$ cat config.mk
export PLATFORM = sky130hd
export DESIGN_NAME = fvn_div_step
export DESIGN_NICKNAME = d
export VERILOG_FILES = /design/src/rtl/fvn_pkg.sv /design/src/rtl/fvn_div_step.sv
export SDC_FILE = /design/constraint.sdc
export NUM_CORES = 1
export LEC_CHECK = 0
export BUFFER_PORTS_ARGS = -buffer_cell sky130_fd_sc_hd__buf_4
export CORE_MARGIN = 2
export CORE_UTILIZATION = 35
export CTS_CLUSTER_DIAMETER = 200
export DETAILED_ROUTE_END_ITERATION = 10
export SYNTH_ARGS = -nofsm -noshare
export SYNTH_HDL_FRONTEND = slang
export SYNTH_SLANG_ARGS = --single-unit
$ cat constraint.sdc
create_clock -name clk -period 2.4 [get_ports clk]
set_input_delay 0.24 -clock clk [delete_from_list [all_inputs] [get_ports clk]]
set_output_delay 0.24 -clock clk [all_outputs]
set_load 0.01 [all_outputs]
$ cat src/rtl/fvn_pkg.sv
// Shared constants, types and register indexes for the fractal value noise block.
// No dependencies; imported by every module of the block.
`timescale 1ns / 1ps
package fvn_pkg;

  // Field and register widths
  localparam int VOXEL_W = 10;
  localparam int STEP_W  = 24;
  localparam int CNT_W   = 4;
  localparam int OUT_W   = 8;
  localparam int FRAC_W  = 16;
  localparam int CFG_IDX_W = 2;

  // Defaults for top-level parameters
  localparam int MAX_OCTAVES_DEF = 8;
  localparam int COORD_WIDTH_DEF = 10;

  // Register indexes on the configuration port
  localparam logic [CFG_IDX_W-1:0] REG_STEP_X       = 2'd0;
  localparam logic [CFG_IDX_W-1:0] REG_STEP_Y       = 2'd1;
  localparam logic [CFG_IDX_W-1:0] REG_STEP_Z       = 2'd2;
  localparam logic [CFG_IDX_W-1:0] REG_OCTAVE_COUNT = 2'd3;

  // Register reset values
  localparam logic [STEP_W-1:0] STEP_RST  = 24'd4096;
  localparam logic [CNT_W-1:0]  COUNT_RST = 4'd4;

  // Lattice hash constants
  localparam logic [31:0] HASH_MUL_Y = 32'd57;
  localparam logic [31:0] HASH_MUL_Z = 32'd113;
  localparam int          HASH_SHIFT = 13;
  localparam logic [31:0] HASH_C1    = 32'd15731;
  localparam logic [31:0] HASH_C2    = 32'd789221;
  localparam logic [31:0] HASH_C3    = 32'd1376312589;
  localparam logic [31:0] HASH_MASK  = 32'h7fffffff;

  // Smoothstep constant: 3 in Q2.16
  localparam logic [17:0] SMOOTH_K3 = 18'd196608;

  // Pipeline depths
  localparam int CELL_DEPTH = 12;
  localparam int DIV_STEPS  = 8;

  // Signed Q1.16 corner or blend value
  typedef logic signed [17:0] cv_t;
  localparam cv_t CV_ONE = 18'sd65536;

endpackage

$ cat src/rtl/fvn_div_step.sv
// One restoring-division cell: settles one quotient bit per stage.
// Depends on fvn_pkg.
`timescale 1ns / 1ps
module fvn_div_step import fvn_pkg::*; #(
  parameter int MO  = MAX_OCTAVES_DEF,
  parameter int BIT = 0
) (
  input  logic              clk,
  input  logic              rst,
  input  logic              in_vld,
  input  logic [MO+7:0]     in_rem,
  input  logic [OUT_W-1:0]  in_quo,
  input  logic [MO-1:0]     dvs,
  output logic              out_vld,
  output logic [MO+7:0]     out_rem,
  output logic [OUT_W-1:0]  out_quo
);

  logic [MO+7:0] sub;
  logic          ge;

  assign sub = (MO+8)'(dvs) << BIT;
  assign ge  = in_rem >= sub;

  always_ff @(posedge clk) begin
    if (rst) begin
      out_vld <= 1'b0;
    end else begin
      out_vld <= in_vld;
    end
  end

  always_ff @(posedge clk) begin
    out_rem <= ge ? in_rem - sub : in_rem;
    out_quo <= in_quo | (OUT_W'(ge) << BIT);
  end

endmodule

# ---- Word level (Yosys, flattened, before mapping)
# Index checks and enable logic that the tools add are counted.
dict set report word_totals {
  input_bits 35
  elab_cells 7
  reg_bits 25
}
dict set report op_classes {
  n_lt_le_gt_ge 1
  bitwise 1
  muxes 1
  add_sub_neg 1
}
# cell count
set ops {}
lappend ops {{>= comparator 16 x 8 -> 1 bit} 1}
lappend ops {{two-way mux 16 bit} 1}
lappend ops {{subtractor 16 x 8 -> 16 bit} 1}
lappend ops {{bitwise OR 8 x 1 -> 8 bit} 1}

# ---- Longest topological paths before layout
dict set report logic_depth {
  word_depth 2
  depth_mapped 9
  mapped_depth_nobuf 8
}

# ---- Worst setup path after synthesis
# No wires, ideal clock.
dict set report synth_path {
  path_type {input-to-reg}
  start {in in_rem[8]}
  end {reg out_rem[2]}
  arrival_ns 2.150
  cell_stages 6
  n_path_buf 1
  slack_ns 0.128
  required_ns 2.279
  setup_time_ns 0.121
  cell_sequence {or4_4 or4_1 or3_1 buf_6 nor2_8 mux2_4}
}
dict set report synth_via {
  elab_chain_cells 2
}
# element line_no
set synth_rtl {}
lappend synth_rtl {{start: declaration} fvn_div_step.sv:11} ;# input logic [MO+7:0] in_rem,
lappend synth_rtl {{>= comparator 16 x 8 -> 1 bit} fvn_div_step.sv:23} ;# assign ge = in_rem >= sub;
lappend synth_rtl {{two-way mux 16 bit} fvn_div_step.sv:34} ;# out_rem <= ge ? in_rem - sub : in_rem;
lappend synth_rtl {{end signal: assignment} fvn_div_step.sv:34}
lappend synth_rtl {{end: declaration} fvn_div_step.sv:15} ;# output logic [MO+7:0] out_rem,
# No other way between the ends.
# A chain may end at the register's enable or synchronous reset.

# ---- Final worst setup path
dict set report layout_path {
  start {in in_rem[8]}
  end {reg out_rem[3]}
}
# The elaborated chain is that of the path after synthesis.

==> results.toml <==
[grt]
grt_pass1_vias = 1142
grt_max_degree = 14
antenna_found_initial = 0
grt_pass1_wl_mm = 4.91
grt_overflow = 0
track_usage_pct = 14.7

[routing]
highest_layer = "met4"
route.met2.wl_mm = 1.49
drt_pre_antenna_iters = 4
vias = 1137
routed_via_density = 4.70
wl_per_cell_um = 12.1
drc_errors = 0
met3WireLength_um = 202
met1Wirelength_mm = 1.19
drtAntennaViolNets = 0
drt_iter0_markers = 21
routed_wl_mm = 2.92

[logic_synthesis]
avgSynthCellArea_um2 = 10.1
synthCells = 126
synth_top_cell_by_area = "dfxtp_1"
synthTopCellsByArea = "dfxtp_1, ha_1, xnor2_1"
yosysUniqueCellTypes = 35
ys.flop_type = "dfxtp_1"
ys_seq_elements = 25
yosysSeqAreaShare_pct = 39.3
synthesis.nets = 170
synth_area_um2 = 1270
async_flop_share_pct = 0
yosys_warnings = 0
synth_top_area_share_pct = 39.3
synth_edf_count = 0

[worst_setup_path]
cp_slowest_cell = "or4_4"
path_class = "in -> reg"
max_stage_delay_ns = 0.53
start_kind = "input port"
crit_chain = "buf_4 -> or4_4 -> or4_1 -> or3_1 -> nor2_8 -> mux2_4"
crit_buf_inv = 1
cp_data_required_time_ns = 2.61
critPathMaxFanout = 7
endpoint_kind = "register"
worstPathArrival_ns = 2.31
crit_family = "simple AND/OR/NAND/NOR gates"

[floorplan]
row_count = 21
start_util_pct = 37.3
coreArea_um2 = 3420
die_y_um = 64.4
boundaryPins = 60
die_width_um = 64.4
dieArea_um2 = 4140

[placement]
place_inst = 238
place_ws_ns = -0.0248
port-buffer-count = 59
routabilityCongestion = 0.829
hpwlAfterDp_mm = 2.47

[sta]
hold_violations = 0
relSlewSlack_pct = 74.5
finalSetupViolations = 0
maxSlewViolCount = 0
fmax_ghz = 0.477
fin_crit_sh_pct = 87.4
layout_setup_ws_ns = 0.303
min_period_ns = 2.10
rsz0062_at_grt = "no"
tightestPinTransition_ns = 0.374

[power]
p_per_area_nw_per_um2 = 531
ir_worst_vdd_uv = 212
p_leak_nw = 0.896

[clock_tree]
cts_buffer_depth = 2
cts_resized = 0
htree_num_levels = 1
postCtsHoldBufs = 0
clk_pin_slew_ns = 0.13
cts.sinks = 25
cts_made_buffers = 3
post_cts_buffers = 0
cts_tree = "yes"
root_buffer = "clkbuf_4"

[finish]
instances_no_fill = 242
synthToLayoutAreaGrowth_pct = 45.4
fin_nets = 241
final_common_cell = "buf_4"
fillers = 347
layout-drive-gt1-share_pct = 41.3
insertedDiodeCount = 0
mostFrequentLayoutCells = "buf_4, dfxtp_1, nor2_1, xnor2_1, inv_1"

[flow_run]
max_cap_violations = 0

[outcome]
status = "finished clean"

[min_path]
hold_class = "in -> reg"
-- sequential cells by signal, summed over array words and instances (netlist names) --
signal / count
out_vld: 1
out_quo: 8
out_rem: 16
-- worst paths after layout --
| path | depth (start not counted) | endpoint | from | slack [ns] |
|---|---|---|---|---|
| min | 1 | out_quo[5]$_DFF_P_ | in_quo[5] | 0.03 |
| max | 6 | out_rem[3]$_DFF_P_ | in_rem[8] | 0.30 |
-- synthesized netlist by cell type (2+ instances only) --
library cell,count
nand2b_1,6
nor2_1,11
o21ai_0,2
nor3_1,2
nand2_1,3
xnor2_1,11
a21o_1,3
ha_1,8
a21oi_1,6
or3_1,2
dfxtp_1,25
xor2_1,2
o211ai_1,7
mux2i_1,2
nor2b_1,2
mux2_4,6
inv_1,9
o2111ai_1,2
-- cell families after synthesis --
family	Yosys count	share of synthesized area, %
AND/OR/NAND/NOR	33	14.9
AO/OA/AOI/OAI	27	15.0
flip-flops	25	39.3
XOR/XNOR	13	8.93
buffers and inverters	11	3.83
adder cells (fa/ha/maj)	9	9.42
multiplexers	8	8.64
-- power breakdown --
group,switching (W),total (W),internal (W)
sequential,0.0000119,0.000474,0.000462
clock,0.000115,0.000180,0.0000647
combinational,0.000142,0.000330,0.000188
-- cell type report --
type | count | area (um^2) | area share (%)
clock buffers | 4 | 26.3 | 1.42
multi-input cells | 90 | 726 | 39.1
flip-flops and latches | 25 | 500 | 27.0
repair buffers | 68 | 510 | 27.5
well taps | 46 | 57.6 | 3.10
inverters | 9 | 33.8 | 1.82
-- metrics by stage --
stage | TNS [ns] | util, % | hold slack [ns] | power [W] | cell area, um^2
after detailed placement | -0.139 | 53.5 | 0.346 | 0.000818 | 1830
after global routing | 0 | 54.3 | 0.000271 | 0.00105 | 1850
after floorplan | 0 | - | 0.268 | 0.000656 | 1270
final | 0 | 54.3 | 0.0264 | 0.000985 | 1850
after CTS | 0 | 54.3 | 0.00817 | 0.00100 | 1850
after global placement | 0 | 53.5 | 0.345 | 0.000811 | 1830
-- per-layer routing --
metal	global-route usage, %	vias up
li1	-	581
met1	17.3	520
met2	26.2	34
met3	3.52	2
met4	4.79	0
met5	0	-
Power figures use the tool's default switching activity.
